==> src/design/aip_pkg.sv <==
`default_nettype none
// ----------------------------------------------------------------------------
// ASCII integer parser package
// Shared types and constants for the parser front end, token queue and
// accumulator back end.
// ----------------------------------------------------------------------------
package aip_pkg;

  // Target modes held in the mode register.
  localparam logic [2:0] MODE_INT8    = 3'd0;
  localparam logic [2:0] MODE_UINT8   = 3'd1;
  localparam logic [2:0] MODE_INT16   = 3'd2;
  localparam logic [2:0] MODE_UINT16  = 3'd3;
  localparam logic [2:0] MODE_HEX16   = 3'd4;
  localparam logic [2:0] MODE_UINT64  = 3'd5;

  // Character codes.
  localparam logic [7:0] CHAR_PLUS   = 8'h2B;
  localparam logic [7:0] CHAR_MINUS  = 8'h2D;
  localparam logic [7:0] CHAR_ZERO   = 8'h30;
  localparam logic [7:0] CHAR_NINE   = 8'h39;
  localparam logic [7:0] CHAR_UP_A   = 8'h41;
  localparam logic [7:0] CHAR_UP_F   = 8'h46;
  localparam logic [7:0] CHAR_LOW_A  = 8'h61;
  localparam logic [7:0] CHAR_LOW_F  = 8'h66;
  localparam logic [3:0] HEX_LETTER_BASE = 4'd10;

  // Magnitude limits for the range check.
  localparam logic [63:0] LIM_I8_NEG  = 64'd128;
  localparam logic [63:0] LIM_I8_POS  = 64'd127;
  localparam logic [63:0] LIM_U8      = 64'd255;
  localparam logic [63:0] LIM_I16_NEG = 64'd32768;
  localparam logic [63:0] LIM_I16_POS = 64'd32767;
  localparam logic [63:0] LIM_U16     = 64'd65535;

  // Input item.
  typedef struct packed {
    logic [7:0] char_code;
    logic       char_present;
    logic       last_char;
  } in_item_t;

  // Result item.
  typedef struct packed {
    logic [63:0] parsed_value;
    logic        parse_failed;
  } out_item_t;

  // Classified character as handed from the front end to the back end.
  typedef enum logic [1:0] {
    TOK_SKIP,
    TOK_NEG,
    TOK_BAD,
    TOK_DIGIT
  } tok_kind_t;

  typedef struct packed {
    tok_kind_t  kind;
    logic [3:0] digit;
    logic [2:0] mode;
    logic       last;
  } token_t;

endpackage : aip_pkg
`default_nettype wire

==> src/design/ascii_integer_parser.sv <==
`default_nettype none
// ----------------------------------------------------------------------------
// ASCII integer parser
// Parses a decimal or hexadecimal string, one character per transfer, into
// an int8, uint8, int16, uint16 or uint64 value with an error flag.
// ----------------------------------------------------------------------------
// Throughput: one character per cycle while full is low, set by the shift-and-add
//   accumulator in the back end.
// Result path: a last character passes through the token queue, the finish stage
//   and the result queue, in that order, before it shows on the result ports.
// Reset: rst clears the queues, the string state and the mode register (int8).
module ascii_integer_parser #(
  parameter int TOKEN_DEPTH  = 4,
  parameter int RESULT_DEPTH = 4
) (
  input  wire logic               clk,
  input  wire logic               rst,
  input  wire aip_pkg::in_item_t  char_item,
  input  wire logic               push,
  output logic                    full,
  output aip_pkg::out_item_t      result,
  output logic                    empty,
  input  wire logic               pop,
  input  wire logic               cfg_valid,
  output logic                    cfg_ready,
  input  wire logic [2:0]         cfg_data
);

  import aip_pkg::*;

  localparam int TW = $bits(token_t);
  localparam int RW = $bits(out_item_t);

  logic [2:0]                        target_mode;
  logic                              tok_full;
  logic                              tok_empty;
  logic                              tok_push;
  logic                              tok_pop;
  token_t                            tok_in;
  logic [TW-1:0]                     tok_out_bits;
  token_t                            tok_out;
  logic [$clog2(TOKEN_DEPTH+1)-1:0]  tok_count;
  logic                              res_push;
  logic                              res_full;
  out_item_t                         res_item;
  logic [RW-1:0]                     res_out_bits;
  logic [$clog2(RESULT_DEPTH+1)-1:0] res_count;

  // Mode register; writes are always taken.
  assign cfg_ready = 1'b1;
  always_ff @(posedge clk) begin
    if (rst) begin
      target_mode <= MODE_INT8;
    end else if (cfg_valid && cfg_ready) begin
      target_mode <= cfg_data;
    end
  end

  // Front end: character classification.
  aip_front u_front (
    .clk       (clk),
    .rst       (rst),
    .char_item (char_item),
    .push      (push),
    .full      (full),
    .mode      (target_mode),
    .tok_full  (tok_full),
    .tok_push  (tok_push),
    .tok_data  (tok_in)
  );

  // Token queue between the two halves.
  aip_fifo #(
    .WIDTH (TW),
    .DEPTH (TOKEN_DEPTH)
  ) u_tok_fifo (
    .clk     (clk),
    .rst     (rst),
    .wr_en   (tok_push),
    .wr_data (tok_in),
    .rd_en   (tok_pop),
    .rd_data (tok_out_bits),
    .full    (tok_full),
    .empty   (tok_empty),
    .count   (tok_count)
  );
  assign tok_out = token_t'(tok_out_bits);

  // Back end: accumulation and result formation.
  aip_back #(
    .RESULT_DEPTH (RESULT_DEPTH)
  ) u_back (
    .clk       (clk),
    .rst       (rst),
    .tok_data  (tok_out),
    .tok_empty (tok_empty),
    .tok_pop   (tok_pop),
    .res_count (res_count),
    .res_push  (res_push),
    .res_item  (res_item)
  );

  // Result queue toward the consumer.
  aip_fifo #(
    .WIDTH (RW),
    .DEPTH (RESULT_DEPTH)
  ) u_res_fifo (
    .clk     (clk),
    .rst     (rst),
    .wr_en   (res_push),
    .wr_data (res_item),
    .rd_en   (pop),
    .rd_data (res_out_bits),
    .full    (res_full),
    .empty   (empty),
    .count   (res_count)
  );
  assign result = out_item_t'(res_out_bits);

  // The credit check must keep the finish stage from ever meeting a full queue.
  a_res_room: assert property (@(posedge clk) disable iff (rst)
    res_push |-> !res_full)
    else $error("result pushed into a full queue");

  // A last token always produces a result in the following cycle.
  a_last_finishes: assert property (@(posedge clk) disable iff (rst)
    (tok_pop && !tok_empty && tok_out.last) |=> res_push)
    else $error("last token produced no result");

  // A failed parse carries a zero value.
  a_fail_zero: assert property (@(posedge clk) disable iff (rst)
    (res_push && res_item.parse_failed) |-> (res_item.parsed_value == 64'd0))
    else $error("failed result with nonzero value");

  // The token queue fill count stays within its depth.
  a_tok_count: assert property (@(posedge clk) disable iff (rst)
    tok_count <= ($clog2(TOKEN_DEPTH+1))'(TOKEN_DEPTH))
    else $error("token queue count out of range");

endmodule : ascii_integer_parser
`default_nettype wire

==> src/design/aip_fifo.sv <==
`default_nettype none
// ----------------------------------------------------------------------------
// Parser queue
// Small first-word-fall-through queue built from a register array, with a
// fill count for credit-based flow control.
// ----------------------------------------------------------------------------
module aip_fifo #(
  parameter int WIDTH = 8,
  parameter int DEPTH = 4
) (
  input  wire logic                             clk,
  input  wire logic                             rst,
  input  wire logic                             wr_en,
  input  wire logic [WIDTH-1:0]                 wr_data,
  input  wire logic                             rd_en,
  output logic      [WIDTH-1:0]                 rd_data,
  output logic                                  full,
  output logic                                  empty,
  output logic      [$clog2(DEPTH+1)-1:0]       count
);

  localparam int AW = $clog2(DEPTH);
  localparam int CW = $clog2(DEPTH+1);

  logic [WIDTH-1:0] slots [DEPTH];
  logic [AW-1:0]    wr_ptr;
  logic [AW-1:0]    rd_ptr;
  logic             do_wr;
  logic             do_rd;

  assign full    = (count == CW'(DEPTH));
  assign empty   = (count == '0);
  assign do_wr   = wr_en && !full;
  assign do_rd   = rd_en && !empty;
  assign rd_data = slots[rd_ptr];

  // Storage write.
  always_ff @(posedge clk) begin
    if (do_wr) begin
      slots[wr_ptr] <= wr_data;
    end
  end

  // Pointers and fill count.
  always_ff @(posedge clk) begin
    if (rst) begin
      wr_ptr <= '0;
      rd_ptr <= '0;
      count  <= '0;
    end else begin
      if (do_wr) begin
        wr_ptr <= (wr_ptr == AW'(DEPTH-1)) ? '0 : wr_ptr + 1'b1;
      end
      if (do_rd) begin
        rd_ptr <= (rd_ptr == AW'(DEPTH-1)) ? '0 : rd_ptr + 1'b1;
      end
      if (do_wr && !do_rd) begin
        count <= count + 1'b1;
      end else if (do_rd && !do_wr) begin
        count <= count - 1'b1;
      end
    end
  end

endmodule : aip_fifo
`default_nettype wire

==> src/design/aip_front.sv <==
`default_nettype none
// ----------------------------------------------------------------------------
// Parser front end
// Accepts characters, tracks the start of each string and classifies every
// character into a sign, digit, bad or skip token for the back end.
// ----------------------------------------------------------------------------
module aip_front (
  input  wire logic              clk,
  input  wire logic              rst,
  input  wire aip_pkg::in_item_t char_item,
  input  wire logic              push,
  output logic                   full,
  input  wire logic [2:0]        mode,
  input  wire logic              tok_full,
  output logic                   tok_push,
  output aip_pkg::token_t        tok_data
);

  import aip_pkg::*;

  logic       at_first_char;
  logic       accept;
  logic       signed_mode;
  logic       hex_mode;
  logic [7:0] c;
  logic [7:0] off_dec;
  logic [7:0] off_low;
  logic [7:0] off_up;
  logic       is_dec;
  logic       is_low;
  logic       is_up;

  assign full   = tok_full;
  assign accept = push && !tok_full;
  assign c      = char_item.char_code;

  assign signed_mode = (mode == MODE_INT8) || (mode == MODE_INT16);
  assign hex_mode    = (mode == MODE_HEX16);

  assign off_dec = c - CHAR_ZERO;
  assign off_low = c - CHAR_LOW_A;
  assign off_up  = c - CHAR_UP_A;
  assign is_dec  = (c >= CHAR_ZERO) && (c <= CHAR_NINE);
  assign is_low  = hex_mode && (c >= CHAR_LOW_A) && (c <= CHAR_LOW_F);
  assign is_up   = hex_mode && (c >= CHAR_UP_A) && (c <= CHAR_UP_F);

  // Classify the character; an empty item only matters when it ends a string.
  always_comb begin
    tok_data.kind  = TOK_SKIP;
    tok_data.digit = '0;
    tok_data.mode  = mode;
    tok_data.last  = char_item.last_char;
    tok_push       = accept && (char_item.char_present || char_item.last_char);
    if (char_item.char_present) begin
      if (at_first_char && (c == CHAR_PLUS)) begin
        tok_data.kind = TOK_SKIP;
      end else if (at_first_char && (c == CHAR_MINUS)) begin
        tok_data.kind = signed_mode ? TOK_NEG : TOK_BAD;
      end else if (is_dec) begin
        tok_data.kind  = TOK_DIGIT;
        tok_data.digit = off_dec[3:0];
      end else if (is_low) begin
        tok_data.kind  = TOK_DIGIT;
        tok_data.digit = off_low[3:0] + HEX_LETTER_BASE;
      end else if (is_up) begin
        tok_data.kind  = TOK_DIGIT;
        tok_data.digit = off_up[3:0] + HEX_LETTER_BASE;
      end else begin
        tok_data.kind = TOK_BAD;
      end
    end
  end

  // Start-of-string flag: set after a last item, cleared by any character.
  always_ff @(posedge clk) begin
    if (rst) begin
      at_first_char <= 1'b1;
    end else if (accept) begin
      if (char_item.last_char) begin
        at_first_char <= 1'b1;
      end else if (char_item.char_present) begin
        at_first_char <= 1'b0;
      end
    end
  end

endmodule : aip_front
`default_nettype wire

==> src/design/aip_back.sv <==
`default_nettype none
// ----------------------------------------------------------------------------
// Parser back end
// Folds digit tokens into the running magnitude with overflow detection,
// then range-checks and signs the value in a finish stage.
// ----------------------------------------------------------------------------
module aip_back #(
  parameter int RESULT_DEPTH = 4
) (
  input  wire logic                              clk,
  input  wire logic                              rst,
  input  wire aip_pkg::token_t                   tok_data,
  input  wire logic                              tok_empty,
  output logic                                   tok_pop,
  input  wire logic [$clog2(RESULT_DEPTH+1)-1:0] res_count,
  output logic                                   res_push,
  output aip_pkg::out_item_t                     res_item
);

  import aip_pkg::*;

  localparam int CW = $clog2(RESULT_DEPTH+1);

  // Running string state.
  logic [63:0] magnitude_acc;
  logic        overflow_seen;
  logic        is_negative;
  logic        digit_seen;
  logic        bad_seen;
  logic [63:0] magnitude_acc_next;
  logic        overflow_seen_next;
  logic        is_negative_next;
  logic        digit_seen_next;
  logic        bad_seen_next;

  // Finish stage.
  logic        fin_valid;
  logic [63:0] fin_mag;
  logic        fin_ovf;
  logic        fin_neg;
  logic        fin_digit;
  logic        fin_bad;
  logic [2:0]  fin_mode;

  logic [CW:0] slots_used;
  logic        credit;
  logic [67:0] scaled_sum;
  logic        in_range;
  logic        failed;

  // A last token needs a result slot reserved downstream.
  assign slots_used = {1'b0, res_count} + (CW+1)'(fin_valid);
  assign credit     = slots_used < (CW+1)'(RESULT_DEPTH);
  assign tok_pop    = !tok_empty && (!tok_data.last || credit);

  // Multiply by the base with shifts and add the digit, keeping carry-out bits.
  always_comb begin
    if (tok_data.mode == MODE_HEX16) begin
      scaled_sum = {magnitude_acc, 4'b0} + {64'b0, tok_data.digit};
    end else begin
      scaled_sum = {3'b0, magnitude_acc, 1'b0} + {1'b0, magnitude_acc, 3'b0}
                 + {64'b0, tok_data.digit};
    end
  end

  // Token update.
  always_comb begin
    magnitude_acc_next = magnitude_acc;
    overflow_seen_next = overflow_seen;
    is_negative_next   = is_negative;
    digit_seen_next    = digit_seen;
    bad_seen_next      = bad_seen;
    unique case (tok_data.kind)
      TOK_SKIP: begin
      end
      TOK_NEG: begin
        is_negative_next = 1'b1;
      end
      TOK_BAD: begin
        bad_seen_next = 1'b1;
      end
      TOK_DIGIT: begin
        digit_seen_next = 1'b1;
        if (!overflow_seen) begin
          if (scaled_sum[67:64] != 4'b0) begin
            overflow_seen_next = 1'b1;
          end else begin
            magnitude_acc_next = scaled_sum[63:0];
          end
        end
      end
      default: begin
      end
    endcase
  end

  // String state registers; a last token hands its state to the finish stage.
  always_ff @(posedge clk) begin
    if (rst) begin
      magnitude_acc <= '0;
      overflow_seen <= 1'b0;
      is_negative   <= 1'b0;
      digit_seen    <= 1'b0;
      bad_seen      <= 1'b0;
      fin_valid     <= 1'b0;
    end else begin
      fin_valid <= tok_pop && tok_data.last;
      if (tok_pop) begin
        if (tok_data.last) begin
          magnitude_acc <= '0;
          overflow_seen <= 1'b0;
          is_negative   <= 1'b0;
          digit_seen    <= 1'b0;
          bad_seen      <= 1'b0;
        end else begin
          magnitude_acc <= magnitude_acc_next;
          overflow_seen <= overflow_seen_next;
          is_negative   <= is_negative_next;
          digit_seen    <= digit_seen_next;
          bad_seen      <= bad_seen_next;
        end
      end
    end
  end

  // Finish stage payload.
  always_ff @(posedge clk) begin
    if (tok_pop && tok_data.last) begin
      fin_mag   <= magnitude_acc_next;
      fin_ovf   <= overflow_seen_next;
      fin_neg   <= is_negative_next;
      fin_digit <= digit_seen_next;
      fin_bad   <= bad_seen_next;
      fin_mode  <= tok_data.mode;
    end
  end

  // Range check for the mode in effect at the last item.
  always_comb begin
    unique case (fin_mode)
      MODE_INT8:   in_range = fin_neg ? (fin_mag <= LIM_I8_NEG) : (fin_mag <= LIM_I8_POS);
      MODE_UINT8:  in_range = fin_mag <= LIM_U8;
      MODE_INT16:  in_range = fin_neg ? (fin_mag <= LIM_I16_NEG) : (fin_mag <= LIM_I16_POS);
      MODE_UINT16: in_range = fin_mag <= LIM_U16;
      MODE_HEX16:  in_range = fin_mag <= LIM_U16;
      MODE_UINT64: in_range = 1'b1;
      default:     in_range = 1'b0;
    endcase
  end

  // Result formation: two's complement for negative values, zero on failure.
  assign failed   = fin_bad || !fin_digit || fin_ovf || !in_range;
  assign res_push = fin_valid;
  always_comb begin
    res_item.parse_failed = failed;
    if (failed) begin
      res_item.parsed_value = '0;
    end else if (fin_neg) begin
      res_item.parsed_value = 64'd0 - fin_mag;
    end else begin
      res_item.parsed_value = fin_mag;
    end
  end

endmodule : aip_back
`default_nettype wire
==> config.mk <==
export PLATFORM = sky130hd
export DESIGN_NAME = ascii_integer_parser
export DESIGN_NICKNAME = d
export VERILOG_FILES = /design/src/design/aip_pkg.sv /design/src/design/ascii_integer_parser.sv /design/src/design/aip_fifo.sv /design/src/design/aip_front.sv /design/src/design/aip_back.sv
export SDC_FILE = /design/constraint.sdc
export NUM_CORES = 1
export LEC_CHECK = 0
export BUFFER_PORTS_ARGS = -buffer_cell sky130_fd_sc_hd__buf_2
export CAP_MARGIN = 20
export CORE_UTILIZATION = 68
export CTS_CLUSTER_SIZE = 10
export DETAILED_ROUTE_END_ITERATION = 6
export PLACE_DENSITY = 0.86
export RECOVER_POWER = 25
export SLEW_MARGIN = 5
export SYNTH_ARGS = -nofsm -noshare
export SYNTH_HDL_FRONTEND = slang
export SYNTH_HIERARCHICAL = 1
export SYNTH_SLANG_ARGS = --single-unit
==> constraint.sdc <==
create_clock -name clk -period 14.99 [get_ports clk]
set_input_delay 0 -clock clk [delete_from_list [all_inputs] [get_ports clk]]
set_output_delay 0 -clock clk [all_outputs]
set_load 0.02 [all_outputs]
==> impl_results.md <==
* Vias/cell at 6.72
* CP endpoint kind: flip-flop
* Total GRT Usage at 0.313
* RSZ-0062 raised after global routing: no
* Critical-path top delay cell: dfxtp_1
* Yosys reg bits at between 400 and 500
* Post-synthesis instance area at 24,600 um^2
* WP data required at about 15 ns
* Fin Setup TNS at 0 ns
* Total Wirelength at 57,800 um
* Max-Cap Viols at 5
* Vias at 17,000
* Worst path top cell family by delay: compound AO/OA/AOI/OAI gates
* Num Clock Sinks at 462
* Slowest Stage Delay on Critical Path at about 0.74 ns
* Util after Layout at 0.755
* Hold WS at -0.000655 ns
* Asr flop ratio synth at 0
* Vias in the first global route at 16,600
* Clock root cell: clkbuf_16
* Largest net degree at the start of global routing at 66
* Cts bufs inserted at 52
* CTS tree: built
* Synth area leaders: edfxtp_1 45%, dfxtp_1 7.4%, ha_1 7.3%, mux4_2 6.9%, xor2_1 3.3%
* Share of cells above drive strength 1 at 0.155
* CP arrival at between 6 and 7 ns
* Grt total ovfl at 0
* Cells after Synth at 1,957
* DPL Wire Length at approximately 37,000 um
* Post-synth EDFFs at 371
* Avg Inst Size Synth at around 13 um^2
* Max clock buf depth at 3
* Synth unique cells at 90
* Nets at 2,194
* Hold Crit Class: in -> reg
* Status: finished, violations left
* Initial antenna violation count at 0
* Ys Warns at 6
* RD Place Congestion at 0.958
* Fin crit share at 0.428
* Htree depth at 2
* Buf/Inv on CP at 2
* Register area share after synthesis at 0.526
* Fmax achieved at 156 MHz
* Fin crit period at 6.42 ns
* Final setup fails at 0
* Startpoint types: flip-flop
* Post-DRT Antenna Nets at 0
* Pre-antenna DRT Iters at 7
* CORE AREA at 35,600 um^2
* Power density cells at 154 nW/um^2
* Fin. max-slew vios at 330
* WL/cell at between 20 and 25 um
* DR iter-0 viols at roughly 1,700
* Die ar. at 37,000 um^2
* Worst path most repeated cell: fa_1
* DP Cell Count at roughly 2,400
* Max transition margin at -1.81
* Maximum vdd ir drop at 0.000149 V
* Largest area contributor in the netlist: edfxtp_1
* Site Rows at just under 70
* Non-filler cells, final at 2,534
* Initial core utilization at 0.692
* CP Max Fanout at 38
* Top FF cell, synth: edfxtp_1
* Clk slew on worst S/H paths at approximately 0.05 ns
* # DRC at 0
* Clock Skew at 0.0334 ns
* PostCTS Resize Cnt at 0
* Diodes inserted at 0
* Port-buffer cells at between 80 and 90
* CP Class: reg -> reg
* Final hold vios at 3
* Worst-margin pin slew at approximately 4.2 ns
* Later-pin clock latency in the skew report at 0.60 ns
* Die width at 192 um
* Area grow syn2layout at 9.08%
* Net Count, Synth at 2,122
* Failing checks: hold timing, capacitance limit, slew limit
* Top cell type's share of synthesized area at 0.452
* Leak Pwr at 10.2 nW
* First-pass GRT wire length at 89,900 um
* # IOs at 86
* Chip height at 192 um
* CP cell instances: mux4_2 > inv_1 > fa_1 > fa_1 > nor2b_1 > o2111ai_1 > a21oi_1 > o311ai_0 > nand3_1 > a31oi_2 > o31ai_1 > xor2_1 > o31ai_2 > and2_2 > buf_4 > mux2_2
## cells in the mapped netlist (all sizes together) (10+ instances only)
library cell,count
nand4,24
inv,31
buf,53
nor3,26
o21ai,74
o21bai,16
a21o,44
or3,20
nand3,27
nor2b,10
a21oi,137
dfxtp,91
nor2,186
xor2,93
a31oi,15
mux2i,12
edfxtp,371
o31ai,35
mux2,63
ha,143
or2,10
mux4,75
nand2,113
and3,16
clkbuf,48
xnor2,32
a22o,62
## per-stage QoR
step / instance area (um^2) / worst slack, ns / power [mW]
4_1_cts: 27000 / 8.48 / 4.14
3_5_place_dp: 25200 / 8.55 / 2.95
6_report: 26900 / 8.57 / 4.14
5_1_grt: 26900 / 8.15 / 4.31
3_3_place_gp: 25200 / 8.81 / 2.89
2_1_floorplan: 24600 / 10.12 / 2.63
## registers in the layout, indices dropped and copies added, names as in the netlist, 3 cells and up, named ones only
register,cells
u_res_fifo/slots,260
u_back/fin_mag,64
u_back/magnitude_acc,64
u_tok_fifo/slots,40
target_mode,3
u_back/fin_mode,3
u_res_fifo/count,3
u_tok_fifo/count,3
## cells by family (layout without fill, tap and decap cells)
group,after synthesis,after routing,share of synthesized area
adders and majority gates,147,147,0.0759
DFF,462,462,0.526
muxes,150,150,0.102
xor gates and xnor gates,125,125,0.0445
AOI/OAI and AO/OA,450,450,0.125
buffers and inverters,136,252,0.0303
and+or+nand+nor,486,486,0.0959
other,1,1,0.000152
## placed cells by master, fill, tap and decap left out, types with 8 or more instances in the layout
master         netlist  final
mux2i_1             12     12
nor2b_1             10     10
a21o_1              44     44
a22o_1              62     62
nor2_1             184    185
buf_4                9      8
a21boi_0             9      9
nand4_1             24     24
buf_2               24     59
or3_1               18     18
nor3_1              23     23
a21oi_1            134    134
clkbuf_1            48     71
xnor2_1             32     32
mux4_2              75     75
o21ai_0             69     70
inv_1               31     31
dlygate4sd3_1        0     20
xor2_1              93     93
nand3_1             26     26
clkbuf_16            0     52
dfxtp_1             91     89
ha_1               143    143
and3_1              16     11
o31ai_1             29     31
a31oi_1             13     13
o21bai_1            16     16
or2_2               10     10
edfxtp_1           371    371
o21a_1               9      9
nand2_1            113    113
mux2_2              63     63
## worst paths after layout
path,start,to,slack (ns),depth (start not counted)
max,flip-flop,u_back/fin_mag[14]$_DFFE_PP_,8.57,16
min,char_item[9],u_tok_fifo/slots[2][9]$_DFFE_PP_,-0.0007,3
max reg2reg,flip-flop,u_back/fin_mag[14]$_DFFE_PP_,8.57,16
min reg2reg,u_back/digit_seen$_SDFFE_PP0P_,u_back/digit_seen$_SDFFE_PP0P_,0.46,2
## per-layer routing
| layer | share of wire | global-route usage | vias to the layer above |
|---|---|---|---|
| met2 | 0.47 | 0.508 | 966 |
| met5 | 0 | 0 | - |
| met3 | 0.085 | 0.0444 | 152 |
| met1 | 0.41 | 0.434 | 8288 |
| met4 | 0.032 | 0.110 | 0 |
| li1 | - | - | 7627 |
## where the power goes
part,internal [mW],switching (mW),leakage [nW],total (mW)
Sequential,1.61,0.166,4.06,1.77
Clock,0.666,0.490,0.731,1.16
Combinational,0.451,0.764,5.44,1.21
## area by class of cell
cell class                      count  area, um^2
Inverter                           35         161
Clock buffer                       95        1480
Timing Repair Buffer              119         703
Multi-Input combinational cell   1359       10900
Fill cell                        2098        8700
Sequential cell                   462       13000
Clock inverter                      3        68.8
Tap cell                          461         577
## worst reg2reg max path: cells and delay by family (launching register included)
| kind | cells | cell delay [ns] |
|---|---|---|
| flip-flops | 1 | 0.74 |
| buffers and inverters | 2 | 0.68 |
| adder cells (fa/ha/maj) | 2 | 0.93 |
| AO/OA/AOI/OAI | 6 | 1.54 |
| AND/OR/NAND/NOR | 3 | 1.08 |
| multiplexers | 2 | 1.06 |
| XOR/XNOR | 1 | 0.14 |
## timing repair
| action | in CTS | in global routing |
|---|---|---|
| endpoints found under the hold margin | 48 | 0 |
| hold buffers | 20 | 0 |
| setup buffers | 0 | 0 |
Note: power is estimated with default switching activity, not from simulation.
